`config.mk`:
```
export PLATFORM = sky130hd
export DESIGN_NAME = mfd_ctrl
export DESIGN_NICKNAME = d
export VERILOG_FILES = /design/src/hw/rtl/mfd_pkg.sv /design/src/hw/rtl/mfd_ctrl.sv
export SDC_FILE = /design/constraint.sdc
export NUM_CORES = 1
export LEC_CHECK = 0
export ABC_AREA = 0
export BUFFER_PORTS_ARGS = -buffer_cell sky130_fd_sc_hd__buf_2
export CAP_MARGIN = 30
export CORE_ASPECT_RATIO = 0.8
export CORE_MARGIN = 2
export CORE_UTILIZATION = 58
export CTS_CLUSTER_SIZE = 12
export DETAILED_ROUTE_END_ITERATION = 10
export GPL_TIMING_DRIVEN = 0
export PLACE_DENSITY = 0.87
export SLEW_MARGIN = 20
export SYNTH_ARGS = -nofsm -noshare
export SYNTH_HDL_FRONTEND = slang
export SYNTH_SLANG_ARGS = --single-unit
```
`constraint.sdc`:
```
create_clock -name clk -period 5.04 [get_ports clk]
set_input_delay 0.252 -clock clk [delete_from_list [all_inputs] [get_ports clk]]
set_output_delay 0.252 -clock clk [all_outputs]
set_load 0.1 [all_outputs]
```
`src/hw/rtl/mfd_pkg.sv`:
```
// ----------------------------------------------------------------------------
// mfd_pkg
// Types, constants and microcode for the motor feedback multi-turn decoder.
// ----------------------------------------------------------------------------
`default_nettype none

package mfd_pkg;

  // Encoder counts per revolution; must be a power of two.
  localparam int unsigned ENCODER_COUNTS = 8192;
  localparam int unsigned ENC_SHIFT      = $clog2(ENCODER_COUNTS);
  localparam int unsigned ENC_HALF       = ENCODER_COUNTS / 2;
  localparam logic signed [17:0] ENC_HALF_S = 18'(ENC_HALF);

  localparam logic [10:0] FIRST_ID  = 11'd517;
  localparam int unsigned SLOT_W    = 3;
  localparam int unsigned CFG_IDX_W = 3;
  localparam int unsigned CFG_DATA_W = 32;
  localparam logic [15:0] ALPHA_RST = 16'd58982;

  // Shared multiply-accumulate unit widths
  localparam int unsigned OPND_W = 33;
  localparam int unsigned ACC_W  = 66;

  // 2*pi/60 in Q0.32, and 2*pi in Q.32 split at bit 32
  localparam logic signed [OPND_W-1:0] RPM_TO_RADS_Q32 = 33'sd449767923;
  localparam logic signed [OPND_W-1:0] TWO_PI_LO       = 33'sd1216271633;
  localparam logic signed [OPND_W-1:0] TWO_PI_HI       = 33'sd6;
  localparam logic signed [OPND_W-1:0] OPND_ONE        = 33'sd1;

  localparam int unsigned STEP_W = 5;
  localparam logic [STEP_W-1:0] LAST_STEP = 5'd21;

  typedef enum logic [CFG_IDX_W-1:0] {
    CFG_DIR_REVERSE  = 3'd0,
    CFG_ANGLE_OFFSET = 3'd1,
    CFG_FILTER_ALPHA = 3'd2,
    CFG_TORQUE_SCALE = 3'd3,
    CFG_SLOT_MASK    = 3'd4
  } mfd_cfg_idx_t;

  typedef struct packed {
    logic [10:0]        frame_id;
    logic               is_extended;
    logic signed [15:0] encoder_raw;
    logic signed [15:0] speed_raw;
    logic signed [15:0] current_raw;
  } mfd_in_t;

  typedef struct packed {
    logic               accepted;
    logic [SLOT_W-1:0]  slot_index;
    logic signed [47:0] angle_out;
    logic signed [31:0] speed_out;
    logic signed [31:0] torque_out;
    logic signed [15:0] turn_count;
  } mfd_out_t;

  typedef struct packed {
    logic signed [31:0] filt_s;
    logic signed [31:0] filt_t;
    logic signed [47:0] filt_a;
  } mfd_filt_t;

  typedef struct packed {
    logic signed [14:0] last_enc;
    logic signed [15:0] turns;
    mfd_filt_t          filt;
  } mfd_slot_t;

  // Operands handed to the shared unit for the frame in flight
  typedef struct packed {
    logic signed [16:0] spd;
    logic signed [16:0] cur;
    logic signed [15:0] enc;
    logic signed [15:0] turns;
    logic signed [31:0] offset;
    logic [15:0]        alpha;
    logic [31:0]        tscale;
    mfd_filt_t          prev;
  } mfd_ctx_t;

  typedef enum logic [2:0] {
    OP_MAC,
    OP_SPD_FRESH,
    OP_TRQ_FRESH,
    OP_SPD_WB,
    OP_TRQ_WB,
    OP_ENC_DIV,
    OP_ANG_FRESH,
    OP_ANG_WB
  } mfd_op_t;

  typedef enum logic [3:0] {
    A_SPD,
    A_CUR,
    A_ENC,
    A_TURNS,
    A_OFFSET,
    A_PREV_S,
    A_PREV_T,
    A_FRESH_S,
    A_FRESH_T,
    A_PREV_A_HI,
    A_PREV_A_LO,
    A_FRESH_A_HI,
    A_FRESH_A_LO
  } mfd_asel_t;

  typedef enum logic [2:0] {
    B_RPM,
    B_TSCALE,
    B_ALPHA,
    B_BETA,
    B_TP_LO,
    B_TP_HI,
    B_ONE
  } mfd_bsel_t;

  typedef enum logic [1:0] {
    SH_0,
    SH_16,
    SH_32
  } mfd_sh_t;

  typedef struct packed {
    mfd_op_t   op;
    logic      first;
    mfd_asel_t a_sel;
    mfd_bsel_t b_sel;
    mfd_sh_t   sh;
  } mfd_ucode_t;

  typedef struct packed {
    logic       run;
    mfd_ucode_t uc;
  } mfd_ctl_t;

  typedef struct packed {
    logic take;
    logic load;
    logic busy;
    logic out_valid;
    logic retire;
  } mfd_stat_t;

  function automatic mfd_ucode_t uc_mac(input logic first, input mfd_asel_t a,
                                        input mfd_bsel_t b, input mfd_sh_t sh);
    return '{op: OP_MAC, first: first, a_sel: a, b_sel: b, sh: sh};
  endfunction

  function automatic mfd_ucode_t uc_post(input mfd_op_t op);
    return '{op: op, first: 1'b0, a_sel: A_SPD, b_sel: B_RPM, sh: SH_0};
  endfunction

  // One entry per cycle of the shared unit
  function automatic mfd_ucode_t step_ucode(input logic [STEP_W-1:0] step);
    mfd_ucode_t u;
    u = uc_post(OP_ANG_WB);
    case (step)
      5'd0:  u = uc_mac(1'b1, A_SPD,        B_RPM,    SH_0);
      5'd1:  u = uc_post(OP_SPD_FRESH);
      5'd2:  u = uc_mac(1'b1, A_CUR,        B_TSCALE, SH_0);
      5'd3:  u = uc_post(OP_TRQ_FRESH);
      5'd4:  u = uc_mac(1'b1, A_PREV_S,     B_ALPHA,  SH_0);
      5'd5:  u = uc_mac(1'b0, A_FRESH_S,    B_BETA,   SH_0);
      5'd6:  u = uc_post(OP_SPD_WB);
      5'd7:  u = uc_mac(1'b1, A_PREV_T,     B_ALPHA,  SH_0);
      5'd8:  u = uc_mac(1'b0, A_FRESH_T,    B_BETA,   SH_0);
      5'd9:  u = uc_post(OP_TRQ_WB);
      5'd10: u = uc_mac(1'b1, A_ENC,        B_TP_LO,  SH_0);
      5'd11: u = uc_mac(1'b0, A_ENC,        B_TP_HI,  SH_32);
      5'd12: u = uc_post(OP_ENC_DIV);
      5'd13: u = uc_mac(1'b0, A_TURNS,      B_TP_LO,  SH_0);
      5'd14: u = uc_mac(1'b0, A_TURNS,      B_TP_HI,  SH_32);
      5'd15: u = uc_mac(1'b0, A_OFFSET,     B_ONE,    SH_16);
      5'd16: u = uc_post(OP_ANG_FRESH);
      5'd17: u = uc_mac(1'b1, A_PREV_A_HI,  B_ALPHA,  SH_16);
      5'd18: u = uc_mac(1'b0, A_PREV_A_LO,  B_ALPHA,  SH_0);
      5'd19: u = uc_mac(1'b0, A_FRESH_A_HI, B_BETA,   SH_16);
      5'd20: u = uc_mac(1'b0, A_FRESH_A_LO, B_BETA,   SH_0);
      5'd21: u = uc_post(OP_ANG_WB);
      default: u = uc_post(OP_ANG_WB);
    endcase
    return u;
  endfunction

endpackage

`default_nettype wire

```
`src/hw/rtl/mfd_ctrl.sv`:
```
// ----------------------------------------------------------------------------
// mfd_ctrl
// Frame sequencer: accept, slot load, microcode steps, result hand-off.
// ----------------------------------------------------------------------------
`default_nettype none

module mfd_ctrl import mfd_pkg::*; (
  input  logic      clk,
  input  logic      rst_n,
  input  logic      in_valid,
  input  logic      hit,
  input  logic      out_stall,
  output mfd_ctl_t  ctl,
  output mfd_stat_t stat
);

  typedef enum logic [3:0] {
    ST_IDLE = 4'b0001,
    ST_LOAD = 4'b0010,
    ST_RUN  = 4'b0100,
    ST_OUT  = 4'b1000
  } mfd_state_t;

  mfd_state_t        state_r, state_nxt;
  logic [STEP_W-1:0] step_r, step_nxt;

  always_comb begin
    state_nxt = state_r;
    step_nxt  = step_r;
    case (state_r)
      ST_IDLE: begin
        // rejected frames skip straight to the result
        if (in_valid) begin
          state_nxt = hit ? ST_LOAD : ST_OUT;
        end
      end
      ST_LOAD: begin
        state_nxt = ST_RUN;
        step_nxt  = '0;
      end
      ST_RUN: begin
        if (step_r == LAST_STEP) begin
          state_nxt = ST_OUT;
        end else begin
          step_nxt = step_r + STEP_W'(1);
        end
      end
      ST_OUT: begin
        if (!out_stall) begin
          state_nxt = ST_IDLE;
        end
      end
      default: state_nxt = ST_IDLE;
    endcase
  end

  always_ff @(posedge clk) begin
    if (!rst_n) begin
      state_r <= ST_IDLE;
      step_r  <= '0;
    end else begin
      state_r <= state_nxt;
      step_r  <= step_nxt;
    end
  end

  assign ctl.run = (state_r == ST_RUN);
  assign ctl.uc  = step_ucode(step_r);

  assign stat.take      = (state_r == ST_IDLE) && in_valid;
  assign stat.load      = (state_r == ST_LOAD);
  assign stat.busy      = (state_r != ST_IDLE);
  assign stat.out_valid = (state_r == ST_OUT);
  assign stat.retire    = (state_r == ST_OUT) && !out_stall;

endmodule

`default_nettype wire

```
==> reports/metrics.cfg <==
[status]
status=completed

[sta]
fin_setup_tns_ns=0
max_freq_ghz=0.336
fin_crit_ns=2.98
rsz0062_at_grt=no
fin_crit_sh=0.590
finalSetupViolCount=0
tightest_slew_ns=0.498
final_hold_viol_count=0
slew_violations=0
skew_ns=0.0162
max_slew_margin=0.666

[synthesis]
yosysMostFrequentCell=dfxtp_1
synth_area_sq_um=1280
async_flop_share=0
synth_largest_area_cell=dfxtp_1
syn-mean-instance-area_sq_um=8.67
syn-num-nets=161
synth_common_cells=dfxtp_1, nand2_1, inv_1
synth-main-ff-cell=dfxtp_1
synth_cell_types=51
syn_inst=148
yosys-top-cells-area=dfxtp_1, ha_1, o21ai_0
synth_enable_flop_cells=0
yosys_warnings=0
ys_seq_area_frac=0.343
yosys_register_bits=22
synth_top_area_share=0.343

[global_routing]
grt_start_max_net_pins=14
grt_pass1_wl_um=4810
overflow=0
first_global_vias=1060
grt_usage=0.244
grt_antenna_before_repair=0

[detailed_routing]
vias_per_cell=6.06
wl_per_cell_um=14.8
totalWireLength_um=2970
final_antenna_net_count=0
drc=0
dr.pass1.iters=5
drt_iter0_markers=104
vias=1212

[critical_path]
crit_path_end_kind=register
cp_max_fo=8
path_class=register to register
slowest_delay_ns=0.45
crit_family=simple AND/OR/NAND/NOR gates
worstSetupStartpointType=register
slowest_stage=nor4b_1
required_ns=5.27
critPathBufInv=3
arrival_ns=3.21
path_cells=clkbuf_1 > nand4b_1 > a21oi_1 > and2_1 > o21a_1 > inv_1 > ha_1 > clkbuf_1 > nor4b_1 > a21oi_1 > a2bb2oi_1

[finish]
syn2layout_area_growth_pct=16.0
final_nets=189
layout-drive-gt1-share=0.240
regArea_sq_um=440
fillers=180
antenna-diode-count=0
multi_input_area_sq_um=754
fin_cells=200

[clock_tree]
cts-root-buf=clkbuf_4
cts_max_level=1
cts_buffers=3
clk_pin_slew_ns=0.13
postCtsResizedCells=0
cts_setup_buffers=0
cts_tree=yes
clock-sinks=22
clockBufferDepth=2
holdBufCountCts=0
clk_latency_ns=0.32

[floorplan]
core_area_sq_um=2120
initial_core_util=0.605
die_h_um=46.1
fp.dieW_um=56.6
io-pin-count=24
die-area_sq_um=2610
row_count=15

[placement]
dp_cells=196
post-dp-hpwl_um=2240
gp_congestion=0.971
port_buffers=23

[pwr]
peakVddDrop_mv=0.186
p_leak_uw=0.000728
p_per_area_nw_per_um2=245

[job]
cap_violations=0

[hold_path]
min_path_type=input pin to register

## logic make-up (layout without fill, tap and decap cells)
logic type	after synthesis	after routing	synth area share
flops	22	22	0.343
simple gates	49	49	0.234
xor+xnor	3	3	0.0205
fa+ha+maj	8	8	0.0780
compound gates	41	41	0.208
mux	5	5	0.0429
buf+inv	20	47	0.0741
## layout make-up
type | count | area share
Clock buffer | 3 | 0.0151
Tap cell | 25 | 0.0210
Sequential cell | 22 | 0.296
Clock inverter | 1 | 0.0202
Timing Repair Buffer | 23 | 0.0773
Buffer | 7 | 0.0244
Inverter | 13 | 0.0395
Multi-Input combinational cell | 106 | 0.507
## sequential cells by signal, summed over array words and instances (netlist names)
name	cells
ctl	13
state_r	4
step_r	5
## power by group
| part | switching [uW] | leakage (uW) | internal [uW] |
|---|---|---|---|
| Sequential | 2.42 | 0.000178 | 177 |
| Clock | 55.5 | 0.0000279 | 80.5 |
| Combinational | 39.5 | 0.000522 | 10.1 |
| Total | 97.5 | 0.000728 | 267 |
## stage by stage
| step | total power (uW) | setup slack (ns) | hold slack, ns | cell area, sq um | util |
|---|---|---|---|---|---|
| after floorplan | 223 | 1.17 | 0.405 | 1290 | - |
| after CTS | 365 | 2.08 | 0.180 | 1490 | 0.702 |
| after detailed placement | 232 | 2.12 | 0.511 | 1440 | 0.677 |
| after global placement | 231 | 2.18 | 0.507 | 1440 | 0.677 |
| after global routing | 376 | 1.83 | 0.184 | 1490 | 0.702 |
| final | 365 | 2.06 | 0.190 | 1490 | 0.702 |
## per-layer routing
layer,track usage,share of wire,vias to the layer above
met5,0,0,-
met4,0.0857,0.013,0
met1,0.329,0.44,563
met2,0.386,0.45,58
li1,-,-,585
met3,0.0590,0.10,6
## path summary, 6_finish.rpt
| kind | slack (ns) | from | end | cells past startpoint |
|---|---|---|---|---|
| setup / recovery | 2.06 | step_r[2]$_SDFFE_PN0N_ | ctl[10]$_DFF_P_ | 11 |
| hold / removal | 0.19 | hit | state_r[1]$_SDFFE_PN0P_ | 2 |
| setup reg to reg | 2.06 | step_r[2]$_SDFFE_PN0N_ | ctl[10]$_DFF_P_ | 11 |
| hold reg to reg | 0.72 | step_r[1]$_SDFFE_PN0N_ | ctl[4]$_SDFF_PP0_ | 3 |
## layout by cell type (no fill, tap or decap), types with 3 or more instances in the layout
master	count
and3_1	3
dfxtp_1	22
mux2i_1	4
o21a_1	3
nand4b_1	3
ha_1	8
o21ai_0	9
a21oi_1	8
buf_2	25
clkbuf_1	4
inv_1	10
nand3_1	4
xor2_1	3
o21ai_1	3
clkbuf_4	3
nor3_1	3
nor2_1	6
nand2_1	11
o211ai_1	4
Note: power is estimated with default switching activity, not from simulation.
