## src/hw/rtl/mfd_pkg.sv

```systemverilog
// ----------------------------------------------------------------------------
// mfd_pkg
// Types, constants and microcode for the motor feedback multi-turn decoder.
// ----------------------------------------------------------------------------
`default_nettype none

package mfd_pkg;

  // Encoder counts per revolution; must be a power of two.
  localparam int unsigned ENCODER_COUNTS = 8192;
  localparam int unsigned ENC_SHIFT      = $clog2(ENCODER_COUNTS);
  localparam int unsigned ENC_HALF       = ENCODER_COUNTS / 2;
  localparam logic signed [17:0] ENC_HALF_S = 18'(ENC_HALF);

  localparam logic [10:0] FIRST_ID  = 11'd517;
  localparam int unsigned SLOT_W    = 3;
  localparam int unsigned CFG_IDX_W = 3;
  localparam int unsigned CFG_DATA_W = 32;
  localparam logic [15:0] ALPHA_RST = 16'd58982;

  // Shared multiply-accumulate unit widths
  localparam int unsigned OPND_W = 33;
  localparam int unsigned ACC_W  = 66;

  // 2*pi/60 in Q0.32, and 2*pi in Q.32 split at bit 32
  localparam logic signed [OPND_W-1:0] RPM_TO_RADS_Q32 = 33'sd449767923;
  localparam logic signed [OPND_W-1:0] TWO_PI_LO       = 33'sd1216271633;
  localparam logic signed [OPND_W-1:0] TWO_PI_HI       = 33'sd6;
  localparam logic signed [OPND_W-1:0] OPND_ONE        = 33'sd1;

  localparam int unsigned STEP_W = 5;
  localparam logic [STEP_W-1:0] LAST_STEP = 5'd21;

  typedef enum logic [CFG_IDX_W-1:0] {
    CFG_DIR_REVERSE  = 3'd0,
    CFG_ANGLE_OFFSET = 3'd1,
    CFG_FILTER_ALPHA = 3'd2,
    CFG_TORQUE_SCALE = 3'd3,
    CFG_SLOT_MASK    = 3'd4
  } mfd_cfg_idx_t;

  typedef struct packed {
    logic [10:0]        frame_id;
    logic               is_extended;
    logic signed [15:0] encoder_raw;
    logic signed [15:0] speed_raw;
    logic signed [15:0] current_raw;
  } mfd_in_t;

  typedef struct packed {
    logic               accepted;
    logic [SLOT_W-1:0]  slot_index;
    logic signed [47:0] angle_out;
    logic signed [31:0] speed_out;
    logic signed [31:0] torque_out;
    logic signed [15:0] turn_count;
  } mfd_out_t;

  typedef struct packed {
    logic signed [31:0] filt_s;
    logic signed [31:0] filt_t;
    logic signed [47:0] filt_a;
  } mfd_filt_t;

  typedef struct packed {
    logic signed [14:0] last_enc;
    logic signed [15:0] turns;
    mfd_filt_t          filt;
  } mfd_slot_t;

  // Operands handed to the shared unit for the frame in flight
  typedef struct packed {
    logic signed [16:0] spd;
    logic signed [16:0] cur;
    logic signed [15:0] enc;
    logic signed [15:0] turns;
    logic signed [31:0] offset;
    logic [15:0]        alpha;
    logic [31:0]        tscale;
    mfd_filt_t          prev;
  } mfd_ctx_t;

  typedef enum logic [2:0] {
    OP_MAC,
    OP_SPD_FRESH,
    OP_TRQ_FRESH,
    OP_SPD_WB,
    OP_TRQ_WB,
    OP_ENC_DIV,
    OP_ANG_FRESH,
    OP_ANG_WB
  } mfd_op_t;

  typedef enum logic [3:0] {
    A_SPD,
    A_CUR,
    A_ENC,
    A_TURNS,
    A_OFFSET,
    A_PREV_S,
    A_PREV_T,
    A_FRESH_S,
    A_FRESH_T,
    A_PREV_A_HI,
    A_PREV_A_LO,
    A_FRESH_A_HI,
    A_FRESH_A_LO
  } mfd_asel_t;

  typedef enum logic [2:0] {
    B_RPM,
    B_TSCALE,
    B_ALPHA,
    B_BETA,
    B_TP_LO,
    B_TP_HI,
    B_ONE
  } mfd_bsel_t;

  typedef enum logic [1:0] {
    SH_0,
    SH_16,
    SH_32
  } mfd_sh_t;

  typedef struct packed {
    mfd_op_t   op;
    logic      first;
    mfd_asel_t a_sel;
    mfd_bsel_t b_sel;
    mfd_sh_t   sh;
  } mfd_ucode_t;

  typedef struct packed {
    logic       run;
    mfd_ucode_t uc;
  } mfd_ctl_t;

  typedef struct packed {
    logic take;
    logic load;
    logic busy;
    logic out_valid;
    logic retire;
  } mfd_stat_t;

  function automatic mfd_ucode_t uc_mac(input logic first, input mfd_asel_t a,
                                        input mfd_bsel_t b, input mfd_sh_t sh);
    return '{op: OP_MAC, first: first, a_sel: a, b_sel: b, sh: sh};
  endfunction

  function automatic mfd_ucode_t uc_post(input mfd_op_t op);
    return '{op: op, first: 1'b0, a_sel: A_SPD, b_sel: B_RPM, sh: SH_0};
  endfunction

  // One entry per cycle of the shared unit
  function automatic mfd_ucode_t step_ucode(input logic [STEP_W-1:0] step);
    mfd_ucode_t u;
    u = uc_post(OP_ANG_WB);
    case (step)
      5'd0:  u = uc_mac(1'b1, A_SPD,        B_RPM,    SH_0);
      5'd1:  u = uc_post(OP_SPD_FRESH);
      5'd2:  u = uc_mac(1'b1, A_CUR,        B_TSCALE, SH_0);
      5'd3:  u = uc_post(OP_TRQ_FRESH);
      5'd4:  u = uc_mac(1'b1, A_PREV_S,     B_ALPHA,  SH_0);
      5'd5:  u = uc_mac(1'b0, A_FRESH_S,    B_BETA,   SH_0);
      5'd6:  u = uc_post(OP_SPD_WB);
      5'd7:  u = uc_mac(1'b1, A_PREV_T,     B_ALPHA,  SH_0);
      5'd8:  u = uc_mac(1'b0, A_FRESH_T,    B_BETA,   SH_0);
      5'd9:  u = uc_post(OP_TRQ_WB);
      5'd10: u = uc_mac(1'b1, A_ENC,        B_TP_LO,  SH_0);
      5'd11: u = uc_mac(1'b0, A_ENC,        B_TP_HI,  SH_32);
      5'd12: u = uc_post(OP_ENC_DIV);
      5'd13: u = uc_mac(1'b0, A_TURNS,      B_TP_LO,  SH_0);
      5'd14: u = uc_mac(1'b0, A_TURNS,      B_TP_HI,  SH_32);
      5'd15: u = uc_mac(1'b0, A_OFFSET,     B_ONE,    SH_16);
      5'd16: u = uc_post(OP_ANG_FRESH);
      5'd17: u = uc_mac(1'b1, A_PREV_A_HI,  B_ALPHA,  SH_16);
      5'd18: u = uc_mac(1'b0, A_PREV_A_LO,  B_ALPHA,  SH_0);
      5'd19: u = uc_mac(1'b0, A_FRESH_A_HI, B_BETA,   SH_16);
      5'd20: u = uc_mac(1'b0, A_FRESH_A_LO, B_BETA,   SH_0);
      5'd21: u = uc_post(OP_ANG_WB);
      default: u = uc_post(OP_ANG_WB);
    endcase
    return u;
  endfunction

endpackage

`default_nettype wire

```

## src/hw/rtl/mfd_slot_regs.sv

```systemverilog
// ----------------------------------------------------------------------------
// mfd_slot_regs
// Per-slot state: last encoder count, turn counter and filter states.
// ----------------------------------------------------------------------------
`default_nettype none

module mfd_slot_regs import mfd_pkg::*; #(
  parameter int unsigned SLOTS = 7,
  parameter int unsigned IDX_W = (SLOTS > 1) ? $clog2(SLOTS) : 1
) (
  input  logic             clk,
  input  logic             rst_n,
  input  logic [IDX_W-1:0] idx,
  output mfd_slot_t        rd_data,
  input  logic             wr_en,
  input  mfd_slot_t        wr_data
);

  mfd_slot_t slot_r [SLOTS];

  always_ff @(posedge clk) begin
    if (!rst_n) begin
      for (int i = 0; i < SLOTS; i++) begin
        slot_r[i] <= '0;
      end
    end else if (wr_en) begin
      slot_r[idx] <= wr_data;
    end
  end

  assign rd_data = slot_r[idx];

endmodule

`default_nettype wire

```

## config.mk

```make
export PLATFORM = sky130hd
export DESIGN_NAME = mfd_slot_regs
export DESIGN_NICKNAME = d
export VERILOG_FILES = /design/src/hw/rtl/mfd_pkg.sv /design/src/hw/rtl/mfd_slot_regs.sv
export SDC_FILE = /design/constraint.sdc
export NUM_CORES = 1
export LEC_CHECK = 0
export ABC_AREA = 1
export CAP_MARGIN = 30
export CORE_MARGIN = 2
export CORE_UTILIZATION = 50
export DETAILED_ROUTE_END_ITERATION = 7
export DONT_BUFFER_PORTS = 1
export GPL_TIMING_DRIVEN = 1
export PLACE_DENSITY = 0.65
export SETUP_SLACK_MARGIN = 0.1
export SLEW_MARGIN = 0
export SYNTH_ARGS = -nofsm -noshare
export SYNTH_HDL_FRONTEND = slang
export SYNTH_SLANG_ARGS = --single-unit
```

## constraint.sdc

```tcl
create_clock -name clk -period 15.4 [get_ports clk]
set_input_delay 2.31 -clock clk [delete_from_list [all_inputs] [get_ports clk]]
set_output_delay 2.31 -clock clk [all_outputs]
set_load 0.005 [all_outputs]
```

==> flow_summary.toml, run 1 <==
[power_and_ir_drop]
peakVddDrop_v = 0.00009373
swShare = 0.2337
p_comb_frac = 0.074
p_per_area_nw_per_um2 = 123.4
clockPowerShare = 0.407
p_int_mw = 5.332
p_switching_mw = 1.626
finalPower_mw = 6.958
p_seq_frac = 0.518
power.leakage_nw = 22.71

[logic_synthesis]
synthCells = 5820
synth_top_area_frac = 0.5808
ys.flop_type = "edfxtp_1"
synthDistinctLibCells = 21
synth_edf_count = 1001
yosys-top-cells-area = "edfxtp_1 (58%), nand2_1 (14%), nor2_1 (9.9%)"
seq_area_frac_synth = 0.6361
synth_commonest_cells = "nand2_1 (1868), nor2_1 (1371), edfxtp_1 (1001)"
synthesis.area_um2 = 51750
synth.avg_cell_area_um2 = 8.892
ys_ff_latch = 1144
yosys.area.top_type = "edfxtp_1"
yosys_warnings = 0
synthesis.nets = 5969
synthArstFlopShare = 0
synth.most_common_cell = "nand2_1"

[placement]
place_congestion = 0.7441
dp.cells = 6886
place_hpwl_um = 68050
port_buffers = 0
pre_cts_slack_ps = 7735

[timing]
finalSetupViolCount = 0
maxSlewViolCount = 149
hold_viol_final = 0
finalSetupTns_ps = 0
slew-limit-headroom = -0.1424
layout_setup_ws_ps = 6617
period_share = 0.5703
rsz0062_at_grt = "false"
max_freq_ghz = 0.1139
fin_crit_ps = 8783
fin_worst_skew_ps = 0
worst_pin_slew_ps = 1714

[routing]
num_vias = 37723
finalWirelength_um = 139600
wire_per_inst_um = 19.60
drt_pass1_iterations = 7
final_antenna_net_count = 0
drtIter0Drc = 3476
drc = 0
vias_per_cell = 5.297

[status]
status = "finished with violations"
failed_checks = "max-slew violations"

[final_layout]
drive_gt1_frac = 0.05334
largest_register = "slot_r"
largest_reg_flops = 1144
multi_input_area_um2 = 15580
fillCellCount = 9296
final_cell_count_no_fill = 7121
fin_nets = 5780
area_growth_pct = 8.991
fin_util = 0.5473
register_area_um2 = 32920
largestRegisters = "slot_r: 1144 flops"

[clock_tree]
post-cts-setup-buffers = 0
cts_max_path_buffers = 3
clock_sinks = 1144
hold_buffers = 0
clk_latency_ps = 700
cts_tree = "built"
ctsResizeCount = 0
cts_root_buf = "clkbuf_16"
cts_buffers = 119
path_clk_slew_ps = 60
h-tree-depth = 3

[worst_hold_path]
hold_class = "reg2reg"
min_path_cells = 4

[global_route]
busiest_layer = "met2"
grt.total_usage = 0.2601
antenna_found_initial = 4
grt_pass1_vias = 36593
use_met2 = 0.4337
grt_max_degree = 576
use_met1 = 0.3505
grt_pass1_wl_um = 215200
grt.overflow.total = 0
gr-usage-met3 = 0.04488

[setup_path]
cp_data_required_time_ps = 13090
cp-end-kind = "output port"
worstPathArrival_ps = 6470
critical_path_class = "in2out"
cp-start-kind = "primary input"
cp_max_fo = 575
rr_worst_depth = 4

[floorplan]
start_util = 0.5022
io_pins = 292
std_cell_rows = 118
core_area_um2 = 103100
dieArea_um2 = 106100
die_y_um = 325.7
dieWidth_um = 325.7

[job]
drv_cap = 0
==> per-stage QoR <==
| stage | area [um^2] | hold WS (ps) |
|---|---|---|
| after floorplan | 51750 | 485.6 |
| after global placement | 52170 | 493.8 |
| after detailed placement | 52440 | 494.3 |
| after CTS | 56290 | 505.8 |
| after global routing | 56400 | 529.5 |
| final | 56410 | 505.1 |
==> layout make-up <==
cell class / count / share of cell area
well taps: 1380 / 0.03061
inverters: 434 / 0.02924
clock buffers: 182 / 0.06131
multi-input cells: 3881 / 0.2762
clock inverters: 45 / 0.006921
repair buffers: 51 / 0.01185
flip-flops and latches: 1144 / 0.5837
diodes: 4 / 0.0001775
==> cells by family after synthesis <==
family,after synthesis,share of synthesized area
flip-flops,1144,0.6361
AND/OR/NAND/NOR,3307,0.2434
buffers and inverters,795,0.06499
AO/OA/AOI/OAI,574,0.05551
==> layout by cell type (no fill, tap or decap), drive strengths merged, types with 4 or more instances in the layout <==
| master | count |
|---|---|
| diode | 4 |
| nor2 | 1433 |
| inv | 436 |
| edfxtp | 1001 |
| clkbuf | 182 |
| dfxtp | 143 |
| bufinv | 6 |
| nand2 | 1870 |
| clkinv | 34 |
| o21ai | 572 |
| buf | 51 |
==> critical path, cell delays in order <==
cell and delay [ps]:
inv_8 1120, buf_4 400, buf_16 340, buf_4 770
nand2_1 130, nand2_1 100, nand2_1 50, o21ai_0 120
nand2_1 70, nand2_1 160
==> per-layer routing <==
layer,routed length [um],vias to the layer above,share of wire
met5,0,-,0
met3,10770,205,0.077
li1,-,18059,-
met1,59160,18125,0.42
met4,3356,0,0.024
met2,66320,1334,0.48
==> final timing paths <==
| check | startpoint | to | slack, ps |
|---|---|---|---|
| worst max-delay path | idx[0] | rd_data[90] | 6620 |
| worst min-delay path | slot_r[6][142] | slot_r[6][142] | 510 |
| worst max register to register | slot_r[6][53] | slot_r[6][53] | 14720 |
| worst min register to register | slot_r[6][142] | slot_r[6][142] | 510 |
==> power by group through the flow <==
stage          Clock (mW)  Combinational, mW  Sequential [mW]
4_1_cts              2.87              0.518             3.61
5_1_grt              2.98              0.582             3.62
6_report             2.83              0.516             3.61
3_5_place_dp            0              0.515             3.67
3_3_place_gp            0              0.502             3.67
2_1_floorplan           0              0.382             3.68
Note: power is estimated with default switching activity, not from simulation.
==> run 2, diff against run 1 <==
==> constraint.sdc (replaced) <==
create_clock -name clk -period 8.3 [get_ports clk]
set_input_delay 1.245 -clock clk [delete_from_list [all_inputs] [get_ports clk]]
set_output_delay 1.245 -clock clk [all_outputs]
set_load 0.005 [all_outputs]
==> run 2 against run 1 <==
The run now ends clean. Clock power increased by 99%. Critical path depth decreased by 4. Non-clock buffer count decreased by 13. Register-to-register slack got worse by 7100 ps. Wire length about the same. Combinational power increased by 84%. First-iteration DRC count increased by 12%. Critical endpoint is now rd_data[5].
==> flow_summary.toml, run 2 (synthesis gave the netlist of run 1 again) <==
[timing]
period_share = 0.7692
fin_worst_skew_ps = 0
max_freq_ghz = 0.1566
maxSlewViolCount = 0
finalSetupViolCount = 0
hold_viol_final = 0
finalSetupTns_ps = 0
rsz0062_at_grt = "false"
slew-limit-headroom = 0.03308
fin_crit_ps = 6384
worst_pin_slew_ps = 1450

[final_layout]
final_common_cell = "nand2_1"
fillCellCount = 9349
fin_nets = 5768
final_cell_mix = "nand2_1 (1860), nor2_1 (1371), edfxtp_1 (1001), o21ai_0 (502), inv_1 (429)"
largest_register = "slot_r"
largestRegisters = "slot_r: 1144 flops"
drive_gt1_frac = 0.05416
register_area_um2 = 32920
largest_reg_flops = 1144
multi_input_area_um2 = 15590
area_growth_pct = 9.252

[placement]
port_buffers = 0
place_congestion = 0.7390
place_hpwl_um = 65130

[clock_tree]
post-cts-setup-buffers = 0
clock_sinks = 1144
clk_latency_ps = 700
cts_root_buf = "clkbuf_16"
path_clk_slew_ps = 60
cts_max_path_buffers = 3
hold_buffers = 0
cts_buffers = 120
cts_tree = "built"
h-tree-depth = 3
ctsResizeCount = 0

[global_route]
grt_pass1_vias = 36260
grt.overflow.total = 0
grt.total_usage = 0.2605
antenna_found_initial = 7
grt_pass1_wl_um = 214000
grt_max_degree = 576

[setup_path]
cp_max_fo = 575
cp-end-kind = "output port"
cp_data_required_time_ps = 7050
r2r_slack_ps = 7610
worstPathArrival_ps = 5140
critical_path_class = "in2out"
cp-start-kind = "primary input"
rr_worst_depth = 4

[routing]
wire_per_inst_um = 19.62
num_vias = 37596
final_antenna_net_count = 0
drc = 0
drtIter0Drc = 3887
finalWirelength_um = 139500
vias_per_cell = 5.289
drt_pass1_iterations = 6

[floorplan]
io_pins = 292
start_util = 0.5022
std_cell_rows = 118
die_y_um = 325.7
dieArea_um2 = 106100
core_area_um2 = 103100
dieWidth_um = 325.7

[worst_hold_path]
hold_class = "reg2reg"
min_path_cells = 4

[status]
status = "complete, no violations"

[power_and_ir_drop]
peakVddDrop_v = 0.0001817
finalPower_mw = 13.27
power.leakage_nw = 22.78
p_per_area_nw_per_um2 = 234.7

[job]
drv_cap = 0
## run 2: cell types whose count changed in the layout (fill, tap and decap cells not counted)
cell,delta
inv_4,+1
clkbuf_1,-21
nor3_4,+1
buf_12,+9
diode_2,+1
buf_16,-10
clkinv_4,-1
clkinv_2,+4
buf_4,-12
clkbuf_8,+2
bufinv_16,+11
clkinv_1,+4
nor3_2,-1
## run 2: through the flow
step,worst slack (ps),utilization,cells,cell area [um^2],hold slack [ps]
detailed placement,3208,0.5076,6875,52310,494.5
floorplan,488.8,-,5820,51760,485.6
global route,2968,0.5487,7109,56540,527.5
CTS,3206,0.5480,7102,56470,506.6
global placement,3218,0.5069,6872,52240,493.2
finish,1916,0.5487,7109,56540,506.2
## run 2: where the power goes
part	switching [mW]	leakage, nW	internal [mW]
combinational	0.712	10.2	0.238
sequential	0.0846	10.5	6.61
clock	2.25	2.05	3.39
## run 2: cell type report
type                       count  share of cell area
clock inverter                64             0.01337
tap                         1380             0.03054
multi-input combinational   3881              0.2757
sequential                  1144              0.5823
timing repair buffer          38            0.008542
inverter                     434             0.02912
antenna                        5           0.0002213
clock buffer                 163             0.06026
## run 2: path summary, 6_finish.rpt
check,endpoint,from
setup / recovery,rd_data[5],idx[0]
hold / removal,slot_r[6][15],slot_r[6][15]
setup reg to reg,slot_r[6][57],slot_r[6][57]
hold reg to reg,slot_r[6][15],slot_r[6][15]
## run 2: routing by layer
layer | up-vias | GRT usage | part of all wire
met5 | - | 0 | 0.000079
met4 | 2 | 0.08545 | 0.027
met3 | 197 | 0.04299 | 0.071
met2 | 1247 | 0.4330 | 0.48
met1 | 18104 | 0.3497 | 0.43
li1 | 18046 | - | -
## run 2: worst max-delay path: stages
cell,delay (ps)
inv_8,1200
buf_12,690
nor2_1,60
o21ai_0,500
nand2_1,130
nand2_1,150
